==> src/hw/rtl/sdp_pkg.sv <==
// ----------------------------------------------------------------------------
// sdp_pkg
// shared types and constants for the strict decimal parser
// ----------------------------------------------------------------------------
package sdp_pkg;

  localparam int unsigned CharW  = 8;
  localparam int unsigned ValueW = 32;
  localparam int unsigned StatW  = 2;
  localparam int unsigned DigitW = 4;
  localparam int unsigned OutTdataW = 40;

  localparam logic [CharW-1:0] ChNul   = 8'd0;
  localparam logic [CharW-1:0] ChTab   = 8'd9;
  localparam logic [CharW-1:0] ChCr    = 8'd13;
  localparam logic [CharW-1:0] ChSpace = 8'd32;
  localparam logic [CharW-1:0] ChPlus  = 8'd43;
  localparam logic [CharW-1:0] ChMinus = 8'd45;
  localparam logic [CharW-1:0] ChZero  = 8'd48;
  localparam logic [CharW-1:0] ChNine  = 8'd57;

  localparam logic [ValueW-1:0] PosLimit = 32'd2147483647;
  localparam logic [ValueW-1:0] NegLimit = 32'd2147483648;
  localparam logic [ValueW-1:0] MagSat   = 32'hFFFF_FFFF;

  localparam logic [StatW-1:0] StOk      = 2'd0;
  localparam logic [StatW-1:0] StBadChar = 2'd1;
  localparam logic [StatW-1:0] StRange   = 2'd2;

  typedef enum logic [1:0] {
    OP_DIGIT,
    OP_NEG,
    OP_BAD,
    OP_END
  } op_e;

  typedef struct packed {
    op_e              op;
    logic [DigitW-1:0] digit;
  } cmd_t;

endpackage

==> src/hw/rtl/sdp_front.sv <==
// ----------------------------------------------------------------------------
// sdp_front
// classifies incoming characters into parser commands
// ----------------------------------------------------------------------------
module sdp_front (
  input  logic                        clk_i,
  input  logic                        rst_ni,
  input  logic                        in_valid_i,
  input  logic [sdp_pkg::CharW-1:0]   in_char_i,
  output logic                        in_ready_o,
  output logic                        cmd_valid_o,
  output sdp_pkg::cmd_t               cmd_o,
  input  logic                        cmd_ready_i
);
  import sdp_pkg::*;

  logic phase_q, phase_d;
  logic emit;
  logic is_digit, is_space;
  logic fire;

  assign is_digit   = (in_char_i >= ChZero) && (in_char_i <= ChNine);
  assign is_space   = ((in_char_i >= ChTab) && (in_char_i <= ChCr)) || (in_char_i == ChSpace);
  assign in_ready_o = cmd_ready_i;
  assign fire       = in_valid_i && cmd_ready_i;

  always_comb begin
    phase_d      = phase_q;
    emit         = 1'b1;
    cmd_o.digit  = DigitW'(in_char_i - ChZero);
    cmd_o.op     = is_digit ? OP_DIGIT : OP_BAD;
    if (in_char_i == ChNul) begin
      cmd_o.op = OP_END;
      phase_d  = 1'b0;
    end else if (!phase_q) begin
      if (is_space) begin
        emit = 1'b0;
      end else begin
        phase_d = 1'b1;
        if (in_char_i == ChPlus) begin
          emit = 1'b0;
        end else if (in_char_i == ChMinus) begin
          cmd_o.op = OP_NEG;
        end
      end
    end
  end

  assign cmd_valid_o = in_valid_i && emit;

  always_ff @(posedge clk_i or negedge rst_ni) begin
    if (!rst_ni) begin
      phase_q <= 1'b0;
    end else if (fire) begin
      phase_q <= phase_d;
    end
  end

endmodule

==> src/hw/rtl/sdp_queue.sv <==
// ----------------------------------------------------------------------------
// sdp_queue
// small command fifo between the front and the back
// ----------------------------------------------------------------------------
module sdp_queue #(
  parameter int unsigned Depth = 4
) (
  input  logic          clk_i,
  input  logic          rst_ni,
  input  logic          push_valid_i,
  input  sdp_pkg::cmd_t push_cmd_i,
  output logic          push_ready_o,
  output logic          pop_valid_o,
  output sdp_pkg::cmd_t pop_cmd_o,
  input  logic          pop_ready_i
);
  import sdp_pkg::*;

  localparam int unsigned AddrW = (Depth > 1) ? $clog2(Depth) : 1;
  localparam int unsigned CntW  = $clog2(Depth + 1);

  cmd_t            mem_q [Depth];
  logic [AddrW-1:0] wr_ptr_q, rd_ptr_q;
  logic [CntW-1:0]  cnt_q;
  logic             push, pop;

  assign push_ready_o = (cnt_q != CntW'(Depth));
  assign pop_valid_o  = (cnt_q != '0);
  assign pop_cmd_o    = mem_q[rd_ptr_q];
  assign push         = push_valid_i && push_ready_o;
  assign pop          = pop_valid_o && pop_ready_i;

  always_ff @(posedge clk_i) begin
    if (push) begin
      mem_q[wr_ptr_q] <= push_cmd_i;
    end
  end

  always_ff @(posedge clk_i or negedge rst_ni) begin
    if (!rst_ni) begin
      wr_ptr_q <= '0;
      rd_ptr_q <= '0;
      cnt_q    <= '0;
    end else begin
      if (push) begin
        wr_ptr_q <= (wr_ptr_q == AddrW'(Depth - 1)) ? '0 : wr_ptr_q + 1'b1;
      end
      if (pop) begin
        rd_ptr_q <= (rd_ptr_q == AddrW'(Depth - 1)) ? '0 : rd_ptr_q + 1'b1;
      end
      if (push && !pop) begin
        cnt_q <= cnt_q + 1'b1;
      end else if (pop && !push) begin
        cnt_q <= cnt_q - 1'b1;
      end
    end
  end

  assert property (@(posedge clk_i) disable iff (!rst_ni) cnt_q <= CntW'(Depth))
    else $error("queue count above depth");
  assert property (@(posedge clk_i) disable iff (!rst_ni)
    (push && !pop) |=> (cnt_q == $past(cnt_q) + 1'b1))
    else $error("queue count missed a push");
  assert property (@(posedge clk_i) disable iff (!rst_ni)
    (cnt_q == '0) |-> (wr_ptr_q == rd_ptr_q))
    else $error("empty queue with pointers apart");

endmodule

==> src/hw/rtl/sdp_back.sv <==
// ----------------------------------------------------------------------------
// sdp_back
// accumulates the magnitude and forms the result on end of string
// ----------------------------------------------------------------------------
module sdp_back (
  input  logic                         clk_i,
  input  logic                         rst_ni,
  input  logic                         cmd_valid_i,
  input  sdp_pkg::cmd_t                cmd_i,
  output logic                         cmd_ready_o,
  output logic                         out_valid_o,
  output logic [sdp_pkg::ValueW-1:0]   out_value_o,
  output logic [sdp_pkg::StatW-1:0]    out_status_o,
  input  logic                         out_ready_i
);
  import sdp_pkg::*;

  logic                neg_q, bad_q;
  logic [ValueW-1:0]   mag_q;
  logic                out_valid_q;
  logic [ValueW-1:0]   value_q, value_d;
  logic [StatW-1:0]    status_q, status_d;
  logic [ValueW+3:0]   mag_next;
  logic                take;

  assign mag_next    = {1'b0, mag_q, 3'b000} + {2'b00, mag_q, 1'b0}
                     + (ValueW+4)'(cmd_i.digit);
  assign cmd_ready_o = (cmd_i.op != OP_END) || !out_valid_q || out_ready_i;
  assign take        = cmd_valid_i && cmd_ready_o;

  always_comb begin
    value_d  = '0;
    status_d = StOk;
    if (bad_q) begin
      status_d = StBadChar;
    end else if (neg_q) begin
      if (mag_q <= NegLimit) value_d = '0 - mag_q;
      else status_d = StRange;
    end else begin
      if (mag_q <= PosLimit) value_d = mag_q;
      else status_d = StRange;
    end
  end

  always_ff @(posedge clk_i or negedge rst_ni) begin
    if (!rst_ni) begin
      neg_q       <= 1'b0;
      bad_q       <= 1'b0;
      mag_q       <= '0;
      out_valid_q <= 1'b0;
    end else begin
      if (out_valid_q && out_ready_i) begin
        out_valid_q <= 1'b0;
      end
      if (take) begin
        unique case (cmd_i.op)
          OP_DIGIT: begin
            mag_q <= (mag_next[ValueW+3:ValueW] != '0) ? MagSat : mag_next[ValueW-1:0];
          end
          OP_NEG: begin
            neg_q <= 1'b1;
          end
          OP_BAD: begin
            bad_q <= 1'b1;
          end
          OP_END: begin
            out_valid_q <= 1'b1;
            neg_q       <= 1'b0;
            bad_q       <= 1'b0;
            mag_q       <= '0;
          end
          default: begin
            bad_q <= bad_q;
          end
        endcase
      end
    end
  end

  always_ff @(posedge clk_i) begin
    if (take && cmd_i.op == OP_END) begin
      value_q  <= value_d;
      status_q <= status_d;
    end
  end

  assign out_valid_o  = out_valid_q;
  assign out_value_o  = value_q;
  assign out_status_o = status_q;

  assert property (@(posedge clk_i) disable iff (!rst_ni)
    (out_valid_q && status_q != StOk) |-> (value_q == '0))
    else $error("nonzero value with error status");
  assert property (@(posedge clk_i) disable iff (!rst_ni)
    (take && cmd_i.op == OP_DIGIT && mag_q == MagSat) |=> (mag_q == MagSat))
    else $error("saturated magnitude wrapped");
  assert property (@(posedge clk_i) disable iff (!rst_ni)
    (take && cmd_i.op == OP_END) |=> (out_valid_q && mag_q == '0 && !neg_q && !bad_q))
    else $error("end of string did not post result and clear state");

endmodule

==> src/hw/rtl/strict_decimal_to_int32_parser_unit.sv <==
// ----------------------------------------------------------------------------
// strict_decimal_to_int32_parser_unit
// streaming strict decimal string to signed 32-bit integer parser
// ----------------------------------------------------------------------------
// takes one character per cycle while the command queue has room; a zero
// byte ends the string and yields one result (value, status), which passes
// through the command queue register and then the back end's output register.
// throughput is one character per cycle while the queue has room; the back end
// does a multiply-by-ten-and-add for each digit; the queue of QueueDepth commands
// lets the input keep flowing while a result waits on the output
module strict_decimal_to_int32_parser_unit #(
  parameter int unsigned QueueDepth = 4
) (
  input  logic        clk_i,
  input  logic        rst_ni,
  input  logic        s_axis_tvalid,
  output logic        s_axis_tready,
  input  logic [7:0]  s_axis_tdata,   // [7:0] character
  output logic        m_axis_tvalid,
  input  logic        m_axis_tready,
  output logic [39:0] m_axis_tdata    // [31:0] value, [33:32] status, rest zero
);
  import sdp_pkg::*;

  cmd_t              fr_cmd, bk_cmd;
  logic              fr_valid, fr_ready, bk_valid, bk_ready;
  logic [ValueW-1:0] value;
  logic [StatW-1:0]  status;

  sdp_front u_front (
    .clk_i       (clk_i),
    .rst_ni      (rst_ni),
    .in_valid_i  (s_axis_tvalid),
    .in_char_i   (s_axis_tdata),
    .in_ready_o  (s_axis_tready),
    .cmd_valid_o (fr_valid),
    .cmd_o       (fr_cmd),
    .cmd_ready_i (fr_ready)
  );

  sdp_queue #(
    .Depth (QueueDepth)
  ) u_queue (
    .clk_i        (clk_i),
    .rst_ni       (rst_ni),
    .push_valid_i (fr_valid),
    .push_cmd_i   (fr_cmd),
    .push_ready_o (fr_ready),
    .pop_valid_o  (bk_valid),
    .pop_cmd_o    (bk_cmd),
    .pop_ready_i  (bk_ready)
  );

  sdp_back u_back (
    .clk_i        (clk_i),
    .rst_ni       (rst_ni),
    .cmd_valid_i  (bk_valid),
    .cmd_i        (bk_cmd),
    .cmd_ready_o  (bk_ready),
    .out_valid_o  (m_axis_tvalid),
    .out_value_o  (value),
    .out_status_o (status),
    .out_ready_i  (m_axis_tready)
  );

  assign m_axis_tdata = {(OutTdataW-ValueW-StatW)'(0), status, value};

endmodule
==> config.mk <==
export PLATFORM = sky130hd
export DESIGN_NAME = strict_decimal_to_int32_parser_unit
export DESIGN_NICKNAME = d
export VERILOG_FILES = /design/src/hw/rtl/sdp_pkg.sv /design/src/hw/rtl/sdp_front.sv /design/src/hw/rtl/sdp_queue.sv /design/src/hw/rtl/sdp_back.sv /design/src/hw/rtl/strict_decimal_to_int32_parser_unit.sv
export SDC_FILE = /design/constraint.sdc
export NUM_CORES = 1
export LEC_CHECK = 0
export BUFFER_PORTS_ARGS = -buffer_cell sky130_fd_sc_hd__buf_2
export CELL_PAD_IN_SITES_DETAIL_PLACEMENT = 1
export CELL_PAD_IN_SITES_GLOBAL_PLACEMENT = 2
export CORE_ASPECT_RATIO = 1.2
export CORE_MARGIN = 10
export CORE_UTILIZATION = 39
export DETAILED_ROUTE_END_ITERATION = 10
export PLACE_DENSITY_LB_ADDON = 0.1
export SLEW_MARGIN = 15
export SYNTH_ARGS = -nofsm -noshare
export SYNTH_HDL_FRONTEND = slang
export SYNTH_HIERARCHICAL = 1
export SYNTH_SLANG_ARGS = --single-unit
==> constraint.sdc <==
create_clock -name clk_i -period 5.15 [get_ports clk_i]
set_input_delay 1.03 -clock clk_i [delete_from_list [all_inputs] [get_ports clk_i]]
set_output_delay 1.03 -clock clk_i [all_outputs]
set_load 0.01 [all_outputs]
==> flow_summary.yaml <==
placed_design:
  dpl_worst_slack_ns: 0.585
  port_buffers: 47
  gp_congestion: 0.870
  dp_hpwl_mm: 16.4
timing:
  rsz0062_at_grt: "false"
  finalSetupViolCount: 0
  finalHoldViolCount: 0
  finalWorstSetupSlack_ns: 0.573
  tns_ns: 0
  tightest_slew_ns: 0.914
  fin_skew_ns: 0.00769
  period_share: 0.889
  fmax_mhz: 218
  slew_viol_final: 0
  hold_slack_ns: 0.498
  finalCriticalPeriod_ns: 4.58
  maxSlewHeadroom: 0.389
clock_network:
  ctsHoldBuffers: 0
  cts_resized: 0
  cts_setup_buffers: 0
  clock_path_buffers: 2
  tritoncts: "built"
  cts-root-buf: "clkbuf_16"
  clkSinkCount: 101
  clkTransAtPathRegs_ns: 0.07
  clkLatencyLatePin_ns: 0.35
  htree_levels: 3
  cts_made_buffers: 9
worst_hold_path:
  min_path_type: "reg2reg"
floorplan:
  core_area_um2: 18200
  initial_core_util: 0.398
  io-pin-count: 54
  fp.dieH_um: 169
  num_rows: 54
  dieArea_um2: 24500
  die_w_um: 145
synth:
  synth_compound_area_frac: 0.207
  synthesis.area_um2: 7260
  synthAdderAreaFrac: 0.134
  yosys.cell_types.count: 66
  async_flop_share: 0.426
  ys_seq_area_frac: 0.388
  synth_cells: 754
  synth_enable_flop_cells: 58
  synth_mux_area_frac: 0.0315
  synth_top_flop_cell: "edfxtp_1"
  yosys.area_share.simple: 0.157
  yosys_warnings: 6
  synthXorXnorAreaFrac: 0.0398
  postSynthAreaPerCell_um2: 9.63
  ys_ff_latch: 101
  synth_top_family_by_area: "compound AO/OA/AOI/OAI gates"
layout:
  area_growth_pct: 9.79
  nets: 870
  antenna_cells: 0
  fillCellCount: 2073
  drive_gt1_frac: 0.136
setup_path:
  timing.critical_path.buf_inv: 3
  path_max_fanout: 32
  path_class: "reg2reg"
  slowest_delay_ns: 0.63
  cpLargestDelayFamily: "compound AO/OA/AOI/OAI gates"
  cp-end-kind: "flop"
  crit_slowest_cell: "dfrtp_1"
  path_cells: "mux4_2, fa_1, inv_1, fa_1, nand2b_1, a21o_1, and3_1, o31ai_1, buf_4, a21boi_0, o311ai_0, a21oi_2, buf_4, a31oi_1"
  arrival_ns: 4.84
  cp-start-kind: "flop"
  crit_required_ns: 5.42
detailed_routing:
  routed_wirelength_mm: 21.3
  firstDrtPassIters: 4
  via_count: 5977
  drt-wirelength-per-cell_um: 21.0
  ant_nets: 0
  drc: 0
  drtIter0Drc: 242
  via_per_inst: 5.91
global_route:
  grt_overflow: 0
  grt_pass1_wl_mm: 33.9
  first_global_vias: 6111
  grt_use_total: 0.175
  grt_max_degree: 44
  grt_antenna_before_repair: 0
run:
  maxCapViolCount: 0
outcome:
  status: "completed"
==> through the flow <==
stage / utilization / cell area (um^2) / instances
global route: 0.437 / 7970 / 1011
floorplan: - / 7280 / 759
global placement: 0.421 / 7670 / 994
CTS: 0.436 / 7950 / 1010
finish: 0.437 / 7970 / 1011
detailed placement: 0.421 / 7670 / 994
==> final cells by class <==
| type | instances | area, um^2 | share of cell area |
|---|---|---|---|
| Inverter | 21 | 78.8 | 0.00989 |
| Multi-Input combinational cell | 591 | 4170 | 0.523 |
| Timing Repair Buffer | 58 | 343 | 0.0430 |
| Sequential cell | 101 | 2820 | 0.353 |
| Tap cell | 224 | 280 | 0.0352 |
| Clock buffer | 11 | 243 | 0.0304 |
| Clock inverter | 5 | 37.5 | 0.00471 |
==> cell usage in the layout (no fill, tap or decap), drive strengths merged, types with 7 or more instances in the layout <==
| master | synthesis | final |
|---|---|---|
| a31oi | 42 | 42 |
| nand3 | 11 | 11 |
| nor3 | 13 | 13 |
| clkbuf | 28 | 11 |
| nor2 | 38 | 38 |
| xor2 | 14 | 14 |
| o21ai | 86 | 86 |
| o211ai | 7 | 7 |
| a21o | 13 | 13 |
| xnor2 | 19 | 19 |
| ha | 73 | 73 |
| a21oi | 43 | 43 |
| buf | 18 | 58 |
| dfrtp | 43 | 43 |
| edfxtp | 58 | 58 |
| and3 | 10 | 10 |
| inv | 21 | 21 |
| nand4 | 7 | 7 |
| nor2b | 7 | 7 |
| or3 | 11 | 11 |
| nor4 | 10 | 10 |
| o31ai | 19 | 19 |
| nand2 | 64 | 64 |
| and2 | 8 | 8 |
| a211oi | 11 | 11 |
| nand2b | 12 | 12 |
==> synthesized netlist by cell type, types with 9 or more instances <==
library cell | count | area [um^2]
nand2b_1 | 12 | 75.1
a31oi_1 | 42 | 263
nor4_1 | 9 | 56.3
o31ai_1 | 18 | 135
nor3_1 | 13 | 65.1
o21ai_0 | 86 | 430
dfrtp_1 | 43 | 1080
ha_1 | 73 | 913
nand3_1 | 11 | 55.1
buf_4 | 11 | 82.6
nand2_1 | 64 | 240
nor2_1 | 38 | 143
a211oi_1 | 11 | 82.6
inv_1 | 21 | 78.8
or3_1 | 9 | 56.3
a21o_1 | 13 | 97.6
xor2_1 | 14 | 123
a21oi_1 | 43 | 215
clkbuf_1 | 28 | 105
edfxtp_1 | 58 | 1740
xnor2_1 | 19 | 166
==> routing by layer <==
layer / track usage / vias to the layer above / part of all wire
met5: 0 / - / 0
li1: - / 2886 / -
met4: 0.0524 / 0 / 0.021
met1: 0.201 / 2979 / 0.42
met2: 0.324 / 86 / 0.54
met3: 0.0255 / 26 / 0.019
==> logic make-up after synthesis <==
logic type | Yosys count
other | 1
flip-flops | 101
XOR/XNOR | 33
AO/OA/AOI/OAI | 247
buffers and inverters | 67
adder cells (fa/ha/maj) | 76
AND/OR/NAND/NOR | 215
multiplexers | 14
==> registers in the layout, summed over array words and instances, names as in the netlist <==
signal / cells
u_back/bad_q: 1
u_back/mag_q: 32
u_front/phase_q: 1
u_queue/wr_ptr_q: 2
u_back/out_status_o: 2
u_queue/cnt_q: 3
u_queue/rd_ptr_q: 2
u_queue/mem_q: 24
u_back/neg_q: 1
u_back/out_valid_o: 1
u_back/out_value_o: 32
==> final timing paths <==
| path | depth (start not counted) | slack, ns | end | from |
|---|---|---|---|---|
| min | 1 | 0.50 | u_queue/cnt_q[2]$_DFFE_PN0P_ | u_queue/cnt_q[2]$_DFFE_PN0P_ |
| max reg2reg | 14 | 0.57 | u_back/mag_q[8]$_DFFE_PN0P_ | u_queue/rd_ptr_q[0]$_DFFE_PN0P_ |
| max in group asynchronous | 2 | 4.08 | u_back/mag_q[22]$_DFFE_PN0P_ | rst_ni |
| min in group asynchronous | 1 | 0.57 | u_queue/rd_ptr_q[1]$_DFFE_PN0P_ | rst_ni |
| max | 14 | 0.57 | u_back/mag_q[8]$_DFFE_PN0P_ | u_queue/rd_ptr_q[0]$_DFFE_PN0P_ |
| min reg2reg | 1 | 0.50 | u_queue/cnt_q[2]$_DFFE_PN0P_ | u_queue/cnt_q[2]$_DFFE_PN0P_ |
Power is not shown: default switching activity piles up to over one toggle a cycle in this logic, so the estimate is an artifact.
